<file path="src/rtl/lphd_pkg.sv">
// Shared types, codes and helper functions for the linear probing hash dictionary.
package lphd_pkg;

	localparam int TABLE_SLOTS  = 26;
	localparam int SLOT_W       = $clog2(TABLE_SLOTS);
	localparam int KEY_W        = 64;
	localparam int VALUE_W      = 64;
	localparam int CHAR_W       = 8;
	localparam int KEY_CHARS_DEF = 8;

	localparam logic [CHAR_W-1:0] LOWER_A     = 8'd97;
	localparam logic [CHAR_W-1:0] UPPER_A     = 8'd65;
	localparam logic [CHAR_W-1:0] NUM_LETTERS = 8'd26;

	typedef logic [SLOT_W-1:0] slot_t;

	typedef enum logic [1:0] {
		MODE_INSERT = 2'd0,
		MODE_FIND   = 2'd1,
		MODE_DELETE = 2'd2,
		MODE_NOP    = 2'd3
	} mode_t;

	typedef enum logic [1:0] {
		ST_OK         = 2'd0,
		ST_FULL       = 2'd1,
		ST_MISSING    = 2'd2,
		ST_NOT_LETTER = 2'd3
	} status_t;

	typedef struct packed {
		logic  letter;
		slot_t slot;
	} home_t;

	// Commands from the controller to the datapath
	typedef struct packed {
		logic    load;
		logic    evict;
		logic    store;
		logic    clear;
		logic    advance;
		logic    post;
		status_t code;
	} ctl_cmd_t;

	// Status from the datapath to the controller
	typedef struct packed {
		mode_t mode;
		logic  letter;
		logic  slot_free;
		logic  hit;
		logic  evict;
		logic  last;
		logic  out_free;
	} dp_stat_t;

	// Home slot of a first character, case folded; letter low if not a letter
	function automatic home_t home_of(input logic [CHAR_W-1:0] ch);
		home_t            h;
		logic [CHAR_W-1:0] d;
		h = '0;
		d = '0;
		if (ch >= LOWER_A && ch < LOWER_A + NUM_LETTERS) begin
			d = ch - LOWER_A;
			h.letter = 1'b1;
		end else if (ch >= UPPER_A && ch < UPPER_A + NUM_LETTERS) begin
			d = ch - UPPER_A;
			h.letter = 1'b1;
		end
		h.slot = d[SLOT_W-1:0];
		return h;
	endfunction

	// Next probe slot with wrap
	function automatic slot_t next_slot(input slot_t p);
		return (p == slot_t'(TABLE_SLOTS - 1)) ? '0 : p + 1'b1;
	endfunction

endpackage

</file>
<file path="src/rtl/lphd_datapath.sv">
// Datapath: slot storage, probe pointer, input and result registers.
module lphd_datapath #(
	parameter int KEY_CHARS = lphd_pkg::KEY_CHARS_DEF
) (
	input  logic                          clk,
	input  logic                          arst_n,
	input  lphd_pkg::ctl_cmd_t            cmd,
	output lphd_pkg::dp_stat_t            stat,
	input  logic [1:0]                    mode,
	input  logic [lphd_pkg::KEY_W-1:0]    key,
	input  logic [lphd_pkg::VALUE_W-1:0]  value,
	input  logic                          cfg_valid,
	input  logic                          replace_mode,
	input  logic                          out_ready,
	output logic                          out_valid,
	output logic [1:0]                    status
);
	import lphd_pkg::*;

	localparam logic [KEY_W-1:0] KeyMask = {KEY_W{1'b1}} << (KEY_W - CHAR_W * KEY_CHARS);

	logic                replace_q;
	mode_t               mode_q;
	logic [KEY_W-1:0]    key_q;
	logic [VALUE_W-1:0]  value_q;
	slot_t               home_q;
	logic                letter_q;
	slot_t               ptr_q;
	slot_t               cnt_q;
	logic [KEY_W-1:0]    slot_key_q   [TABLE_SLOTS];
	logic [VALUE_W-1:0]  slot_value_q [TABLE_SLOTS];
	logic [TABLE_SLOTS-1:0] used_q;
	logic                out_valid_q;
	status_t             status_q;

	home_t               home_in;
	home_t               rd_home;
	logic [KEY_W-1:0]    rd_key;
	logic [VALUE_W-1:0]  rd_value;

	// Decode the incoming key and read the slot under the probe pointer
	assign home_in  = home_of(key[KEY_W-1 -: CHAR_W]);
	assign rd_key   = slot_key_q[ptr_q];
	assign rd_value = slot_value_q[ptr_q];
	assign rd_home  = home_of(rd_key[KEY_W-1 -: CHAR_W]);

	// Report probe conditions to the controller
	always_comb begin
		stat.mode      = mode_q;
		stat.letter    = letter_q;
		stat.slot_free = !used_q[ptr_q];
		stat.hit       = used_q[ptr_q] && (rd_key == key_q);
		stat.evict     = replace_q && used_q[ptr_q] &&
			!(rd_home.letter && (rd_home.slot == home_q));
		stat.last      = (cnt_q == slot_t'(TABLE_SLOTS - 1));
		stat.out_free  = !out_valid_q || out_ready;
	end

	// Take configuration writes
	always_ff @(posedge clk or negedge arst_n) begin
		if (!arst_n) begin
			replace_q <= 1'b0;
		end else if (cfg_valid) begin
			replace_q <= replace_mode;
		end
	end

	// Set and clear slot occupancy
	always_ff @(posedge clk or negedge arst_n) begin
		if (!arst_n) begin
			used_q <= '0;
		end else if (cmd.store) begin
			used_q[ptr_q] <= 1'b1;
		end else if (cmd.clear) begin
			used_q[ptr_q] <= 1'b0;
		end
	end

	// Hold the result until its transfer
	always_ff @(posedge clk or negedge arst_n) begin
		if (!arst_n) begin
			out_valid_q <= 1'b0;
		end else if (cmd.post) begin
			out_valid_q <= 1'b1;
		end else if (out_ready) begin
			out_valid_q <= 1'b0;
		end
	end

	// Latch the item, swap on eviction, advance the probe
	always_ff @(posedge clk) begin
		if (cmd.load) begin
			mode_q   <= mode_t'(mode);
			key_q    <= key & KeyMask;
			value_q  <= value;
			home_q   <= home_in.slot;
			letter_q <= home_in.letter;
			ptr_q    <= home_in.slot;
			cnt_q    <= '0;
		end else if (cmd.evict) begin
			slot_key_q[ptr_q]   <= key_q;
			slot_value_q[ptr_q] <= value_q;
			key_q               <= rd_key;
			value_q             <= rd_value;
			ptr_q               <= next_slot(ptr_q);
		end else if (cmd.store) begin
			slot_key_q[ptr_q]   <= key_q;
			slot_value_q[ptr_q] <= value_q;
		end else if (cmd.advance) begin
			ptr_q <= next_slot(ptr_q);
			cnt_q <= cnt_q + 1'b1;
		end
		if (cmd.post) begin
			status_q <= cmd.code;
		end
	end

	assign out_valid = out_valid_q;
	assign status    = status_q;

`ifndef SYNTHESIS
	a_store_free: assert property (@(posedge clk) disable iff (!arst_n)
		cmd.store |-> !used_q[ptr_q])
		else $error("store into an occupied slot");

	a_clear_hit: assert property (@(posedge clk) disable iff (!arst_n)
		cmd.clear |-> stat.hit)
		else $error("delete on a slot without a key match");

	a_evict_home: assert property (@(posedge clk) disable iff (!arst_n)
		cmd.evict |-> (ptr_q == home_q) && (cnt_q == '0))
		else $error("eviction away from the home slot");
`endif

endmodule

</file>
<file path="src/rtl/lphd_ctrl.sv">
// Controller state machine that sequences decode, eviction, probing and result posting.
module lphd_ctrl (
	input  logic               clk,
	input  logic               arst_n,
	input  logic               in_valid,
	output logic               in_ready,
	input  lphd_pkg::dp_stat_t stat,
	output lphd_pkg::ctl_cmd_t cmd
);
	import lphd_pkg::*;

	typedef enum logic [5:0] {
		S_IDLE   = 6'b000001,
		S_DECODE = 6'b000010,
		S_EVICT  = 6'b000100,
		S_PROBE  = 6'b001000,
		S_SCAN   = 6'b010000,
		S_FIN    = 6'b100000
	} state_t;

	state_t  state_q, state_d;
	status_t code_q, code_d;

	assign in_ready = (state_q == S_IDLE);

	// Next state and commands
	always_comb begin
		state_d     = state_q;
		code_d      = code_q;
		cmd         = '0;
		cmd.code    = code_q;
		unique case (state_q)
			S_IDLE: begin
				if (in_valid) begin
					cmd.load = 1'b1;
					state_d  = S_DECODE;
				end
			end
			S_DECODE: begin
				if (stat.mode == MODE_NOP) begin
					code_d  = ST_OK;
					state_d = S_FIN;
				end else if (!stat.letter) begin
					code_d  = ST_NOT_LETTER;
					state_d = S_FIN;
				end else if (stat.mode == MODE_INSERT) begin
					state_d = S_EVICT;
				end else begin
					state_d = S_SCAN;
				end
			end
			S_EVICT: begin
				cmd.evict = stat.evict;
				state_d   = S_PROBE;
			end
			S_PROBE: begin
				if (stat.slot_free) begin
					cmd.store = 1'b1;
					code_d    = ST_OK;
					state_d   = S_FIN;
				end else if (stat.last) begin
					code_d  = ST_FULL;
					state_d = S_FIN;
				end else begin
					cmd.advance = 1'b1;
				end
			end
			S_SCAN: begin
				if (stat.hit) begin
					cmd.clear = (stat.mode == MODE_DELETE);
					code_d    = ST_OK;
					state_d   = S_FIN;
				end else if (stat.last) begin
					code_d  = ST_MISSING;
					state_d = S_FIN;
				end else begin
					cmd.advance = 1'b1;
				end
			end
			S_FIN: begin
				if (stat.out_free) begin
					cmd.post = 1'b1;
					state_d  = S_IDLE;
				end
			end
			default: begin
				state_d = S_IDLE;
			end
		endcase
	end

	// Advance state
	always_ff @(posedge clk or negedge arst_n) begin
		if (!arst_n) begin
			state_q <= S_IDLE;
			code_q  <= ST_OK;
		end else begin
			state_q <= state_d;
			code_q  <= code_d;
		end
	end

`ifndef SYNTHESIS
	a_accept_decode: assert property (@(posedge clk) disable iff (!arst_n)
		(in_valid && in_ready) |=> (state_q == S_DECODE))
		else $error("accepted item not decoded next cycle");

	a_post_free: assert property (@(posedge clk) disable iff (!arst_n)
		cmd.post |-> stat.out_free)
		else $error("result posted over a waiting result");

	a_state_onehot: assert property (@(posedge clk) disable iff (!arst_n)
		$onehot(state_q))
		else $error("controller state not one-hot");
`endif

endmodule

</file>
<file path="src/rtl/linear_probe_hash_dictionary.sv">
// The result is registered after the controller states decode, home check (inserts only),
// probe or scan (one slot per cycle, set by the single slot compare, over up to 26 slots)
// and finish, which stalls until the output register is free. The next input is taken once
// the controller is idle, even while an earlier result still waits in the output register.
// Reset (arst_n, asynchronous): clears all occupancy flags, replace_mode and the result
// valid; slot keys and values are not cleared.
module linear_probe_hash_dictionary #(
	parameter int KEY_CHARS = lphd_pkg::KEY_CHARS_DEF
) (
	input  logic                          clk,
	input  logic                          arst_n,
	input  logic                          in_valid,
	output logic                          in_ready,
	input  logic [1:0]                    mode,
	input  logic [lphd_pkg::KEY_W-1:0]    key,
	input  logic [lphd_pkg::VALUE_W-1:0]  value,
	output logic                          out_valid,
	input  logic                          out_ready,
	output logic [1:0]                    status,
	input  logic                          cfg_valid,
	output logic                          cfg_ready,
	input  logic                          replace_mode
);
	import lphd_pkg::*;

	ctl_cmd_t cmd;
	dp_stat_t stat;

	// Configuration writes are always taken
	assign cfg_ready = 1'b1;

	lphd_ctrl u_ctrl (
		.clk      (clk),
		.arst_n   (arst_n),
		.in_valid (in_valid),
		.in_ready (in_ready),
		.stat     (stat),
		.cmd      (cmd)
	);

	lphd_datapath #(
		.KEY_CHARS (KEY_CHARS)
	) u_datapath (
		.clk          (clk),
		.arst_n       (arst_n),
		.cmd          (cmd),
		.stat         (stat),
		.mode         (mode),
		.key          (key),
		.value        (value),
		.cfg_valid    (cfg_valid),
		.replace_mode (replace_mode),
		.out_ready    (out_ready),
		.out_valid    (out_valid),
		.status       (status)
	);

endmodule
</file>
<file path="config.mk">
export PLATFORM = sky130hd
export DESIGN_NAME = linear_probe_hash_dictionary
export DESIGN_NICKNAME = d
export VERILOG_FILES = /design/src/rtl/lphd_pkg.sv /design/src/rtl/lphd_datapath.sv /design/src/rtl/lphd_ctrl.sv /design/src/rtl/linear_probe_hash_dictionary.sv
export SDC_FILE = /design/constraint.sdc
export NUM_CORES = 2
export LEC_CHECK = 0
export ABC_CLOCK_PERIOD_IN_PS = 11220
export BUFFER_PORTS_ARGS = -buffer_cell sky130_fd_sc_hd__clkbuf_2
export CAP_MARGIN = 20
export CORE_UTILIZATION = 50
export CTS_BUF_LIST = sky130_fd_sc_hd__clkbuf_16
export DETAILED_ROUTE_END_ITERATION = 6
export PLACE_DENSITY = 0.66
export SYNTH_ARGS = -nofsm -noshare
export SYNTH_HDL_FRONTEND = slang
export SYNTH_SLANG_ARGS = --single-unit
export TNS_END_PERCENT = 30
</file>
<file path="constraint.sdc">
create_clock -name clk -period 11.22 [get_ports clk]
set_clock_uncertainty 0.1 [all_clocks]
set_input_delay 0.561 -clock clk [delete_from_list [all_inputs] [get_ports clk]]
set_output_delay 0.561 -clock clk [all_outputs]
set_load 0.1 [all_outputs]
</file>
==> qor.log <==
[cts] clock-pin transition on the worst setup and hold timing paths 0.07 ns
[synthesis] number of synthesized flops with an enable pin 1743
[global_routing] largest net degree at the start of global routing 114
[finish] fin util 0.5652
[worst_setup_path] CP Max Fanout 43
[worst_setup_path] required time worst endpoint 11.82 ns
[job] max_cap viols 0
[worst_setup_path] arrival time at the worst endpoint 7.78 ns
[worst_setup_path] library cell contributing the largest single delay on the critical path nor4_1
[synthesis] post-synthesis average cell area 19.76 um^2
[synthesis] synthesized netlist net count 3710
[die] Row Count 137
[finish] Nets 3905
[cts] TritonCTS buffer count 178
[worst_setup_path] biggest cell delay along the critical path 1.01 ns
[cts] clk sink count 1789
[synthesis] synthesized netlist cell count 3562
[finish] most frequent standard cell in the layout excluding fill and tap cells edfxtp_1
[synthesis] Async S/R FF share, synth 0.02012
[die] height of the chip 377.2 um
[die] I/O pin cnt 141
[finish] share of final-layout standard cells stronger than drive strength 1 0.2156
[synthesis] count of different cell masters after synthesis 82
[timing] post-route clock period utilization 0.6397
[worst_setup_path] crit path launch type flop
[worst_setup_path] reg-to-reg slack, setup 4.04 ns
[global_routing] antenna violations before repair 4
[worst_setup_path] critical path endpoint category flop
[worst_setup_path] worst-path cell chain buf_4, buf_4, mux4_2, mux4_2, a21oi_2, xnor2_1, nor4_1, nand4_1, nor4_2, and3_1, nand3_1, a32o_1
[timing] final setup violation count 0
[die] placeable core region 139500 um^2
[cts] clock network latency to the later pin of the worst-skew pair 0.81 ns
[pwr] Peak supply drop 0.1852 mV
[timing] clock period minus final worst setup slack 7.178 ns
[drt] average via count per standard cell 6.351
[synthesis] Yosys top cell by area edfxtp_1
[synthesis] post-synthesis sequential element count 1789
[die] initial core utilization 0.5045
[status] result of the run finished clean
[drt] post-detailed-route DRC marker count 0
[timing] achievable clock frequency 139.3 MHz
[drt] final wirelength 188.3 mm
[synthesis] top post-synthesis cells by area edfxtp_1, mux4_2, mux2i_1, dfrtp_1, a22oi_1
[die] Die Footprint 142300 um^2
[global_routing] remaining global-route overflow 0
[finish] top library cells by usage in the layout, fill and taps aside edfxtp_1, mux4_2, mux2i_1
[cts] Clock Tree Buf Depth 3
[cts] CTS H-Tree Depth 4
[synthesis] number of warnings printed during yosys synthesis 0
[finish] Synth-to-Final Area Change 12.03%
[global_routing] overall global routing resource usage 0.2668
[synthesis] Mapped Area 70400 um^2
[drt] vias after detailed routing 36660
[worst_setup_path] CP Class flop to flop
[drt] first-pass iteration count of the detailed router 5
[timing] pins over their slew limit 0
[synthesis] top cell type's share of synthesized area 0.7435
[synthesis] Most used DFF post-synth edfxtp_1
[pwr] power per unit of standard cell area 264.9 nW/um^2
[global_routing] global-route wire length before repair 265.7 mm
[timing] final number of hold-violating endpoints 0
[drt] number of DRC markers in iteration 0 4893
[timing] setup repair after global routing missed its margin false
[placement] HPWL Detailed 100.0 mm
[placement] final weighted congestion of routability-driven global placement 0.7917
[cts] number of resized instances in the post-cts repair step 0
[timing] remaining max-slew budget at the tightest pin 0.2059
[cts] CTS tree built
[finish] antenna cell count 0
[pwr] leakage power figure 0.02553 uW
[timing] slew at the pin closest to its max-slew limit 1.187 ns
[drt] per-cell routed wire length 32.63 um
[drt] antenna-violating nets left 0
[cts] buffer count from post-CTS setup fixing 0
[synthesis] sequential-to-total area share from yosys stat 0.7591
[worst_hold_path] min-delay worst type input port to flop
[cts] library cell used as clock root buffer clkbuf_16
[placement] Port Buffers 75
[timing] post-route setup TNS 0 ns
[die] die outline width 377.2 um
[global_routing] vias in the first global route 36080
==> critical path: cells and delay by family (launching register included) <==
kind | cells | cell delay, ns
DFF | 1 | 0.83
buffers and inverters | 2 | 1.30
muxes | 2 | 0.89
AOI/OAI and AO/OA | 2 | 0.44
and+or+nand+nor | 5 | 3.22
xor gates and xnor gates | 1 | 0.13
==> cell usage after synthesis (all sizes together) (7+ instances only) <==
cell type and instances:
mux2 43, xnor2 44, dfrtp 35, nor2b 22
xor2 30, o22ai 29, a221o 7, nand4 7
clkbuf 63, nand2b 29, nand3 65, and3 12
a21oi 69, nor2 160, nand3b 7, buf 134
nor4 15, o2bb2ai 13, nand2 126, edfxtp 1743
mux2i 222, mux4 314, a221oi 14, ha 12
o31ai 9, or2 7, nor3 30, a22oi 86
inv 16, o21ai 44, a31oi 11, dfxtp 10
a211oi 12, o221ai 12, a22o 26, a2111oi 7
==> power by group <==
| group | internal [uW] | switching (uW) |
|---|---|---|
| combinational | 2290 | 3560 |
| sequential | 8450 | 998 |
| clock | 3110 | 2490 |
| total | 13800 | 7050 |
==> layer usage <==
metal  vias up  wire [um]  track usage
li1      14990          -            -
met1     19510      76610       0.3834
met2      1842      90490       0.4224
met3       307      15890      0.04348
met4         4       5325      0.08115
met5         -         29            0
==> per-stage QoR <==
step | std cells | setup WS (ns) | power [uW] | hold slack [ns] | instance area, um^2
after global routing | 5772 | 3.829 | 21590 | 0.02300 | 78870
after detailed placement | 5426 | 4.009 | 15400 | 0.3319 | 73170
after global placement | 5425 | 4.023 | 15300 | 0.3317 | 73150
after CTS | 5772 | 3.986 | 20940 | 0.0001931 | 78870
after floorplan | 3562 | 2.984 | 13100 | 0.1654 | 70400
final | 5772 | 4.042 | 20900 | 0.03237 | 78870
==> flip-flops by register name, summed over array words and instances, names as in the netlist, named ones only <==
register / flops
u_datapath.letter_q: 1
u_ctrl.state_q: 6
u_datapath.mode_q: 2
u_datapath.home_q: 5
u_datapath.slot_key_q: 1664
u_datapath.key_q: 64
u_ctrl.code_q: 2
u_datapath.status: 2
u_datapath.replace_q: 1
u_datapath.out_valid: 1
u_datapath.cnt_q: 5
u_datapath.ptr_q: 5
==> final timing paths <==
path,startpoint,end,cells after the start
max,flop,flop,12
min,key[41],u_datapath.key_q[41],3
max reg2reg,flop,flop,12
min reg2reg,u_ctrl.code_q[0],u_datapath.status[0],0
max in group asynchronous,arst_n,asynchronous set/reset pin,2
min in group asynchronous,arst_n,asynchronous set/reset pin,2
==> area by class of cell <==
cell class	instances	area, um^2
clock inverters	136	850.8
multi-input cells	1560	16010
inverters	16	65.06
repair buffers	212	1554
flip-flops and latches	1789	53460
fillers	10490	60660
clock buffers	183	4579
well taps	1876	2347
==> cell families after synthesis <==
family,Yosys count,share of synthesized area
buffers and inverters,213,0.01639
DFF,1789,0.7591
other,1,0.00005327
adders and majority gates,12,0.002133
muxes,579,0.1389
and+or+nand+nor,506,0.03407
xor gates and xnor gates,74,0.009206
AOI/OAI and AO/OA,388,0.04011
==> repair_timing <==
item,4_1_cts,5_1_grt
setup endpoints to repair,0,0
endpoints found under the hold margin,61,0
hold buffers,27,0
(Power assumes the default switching activity.)
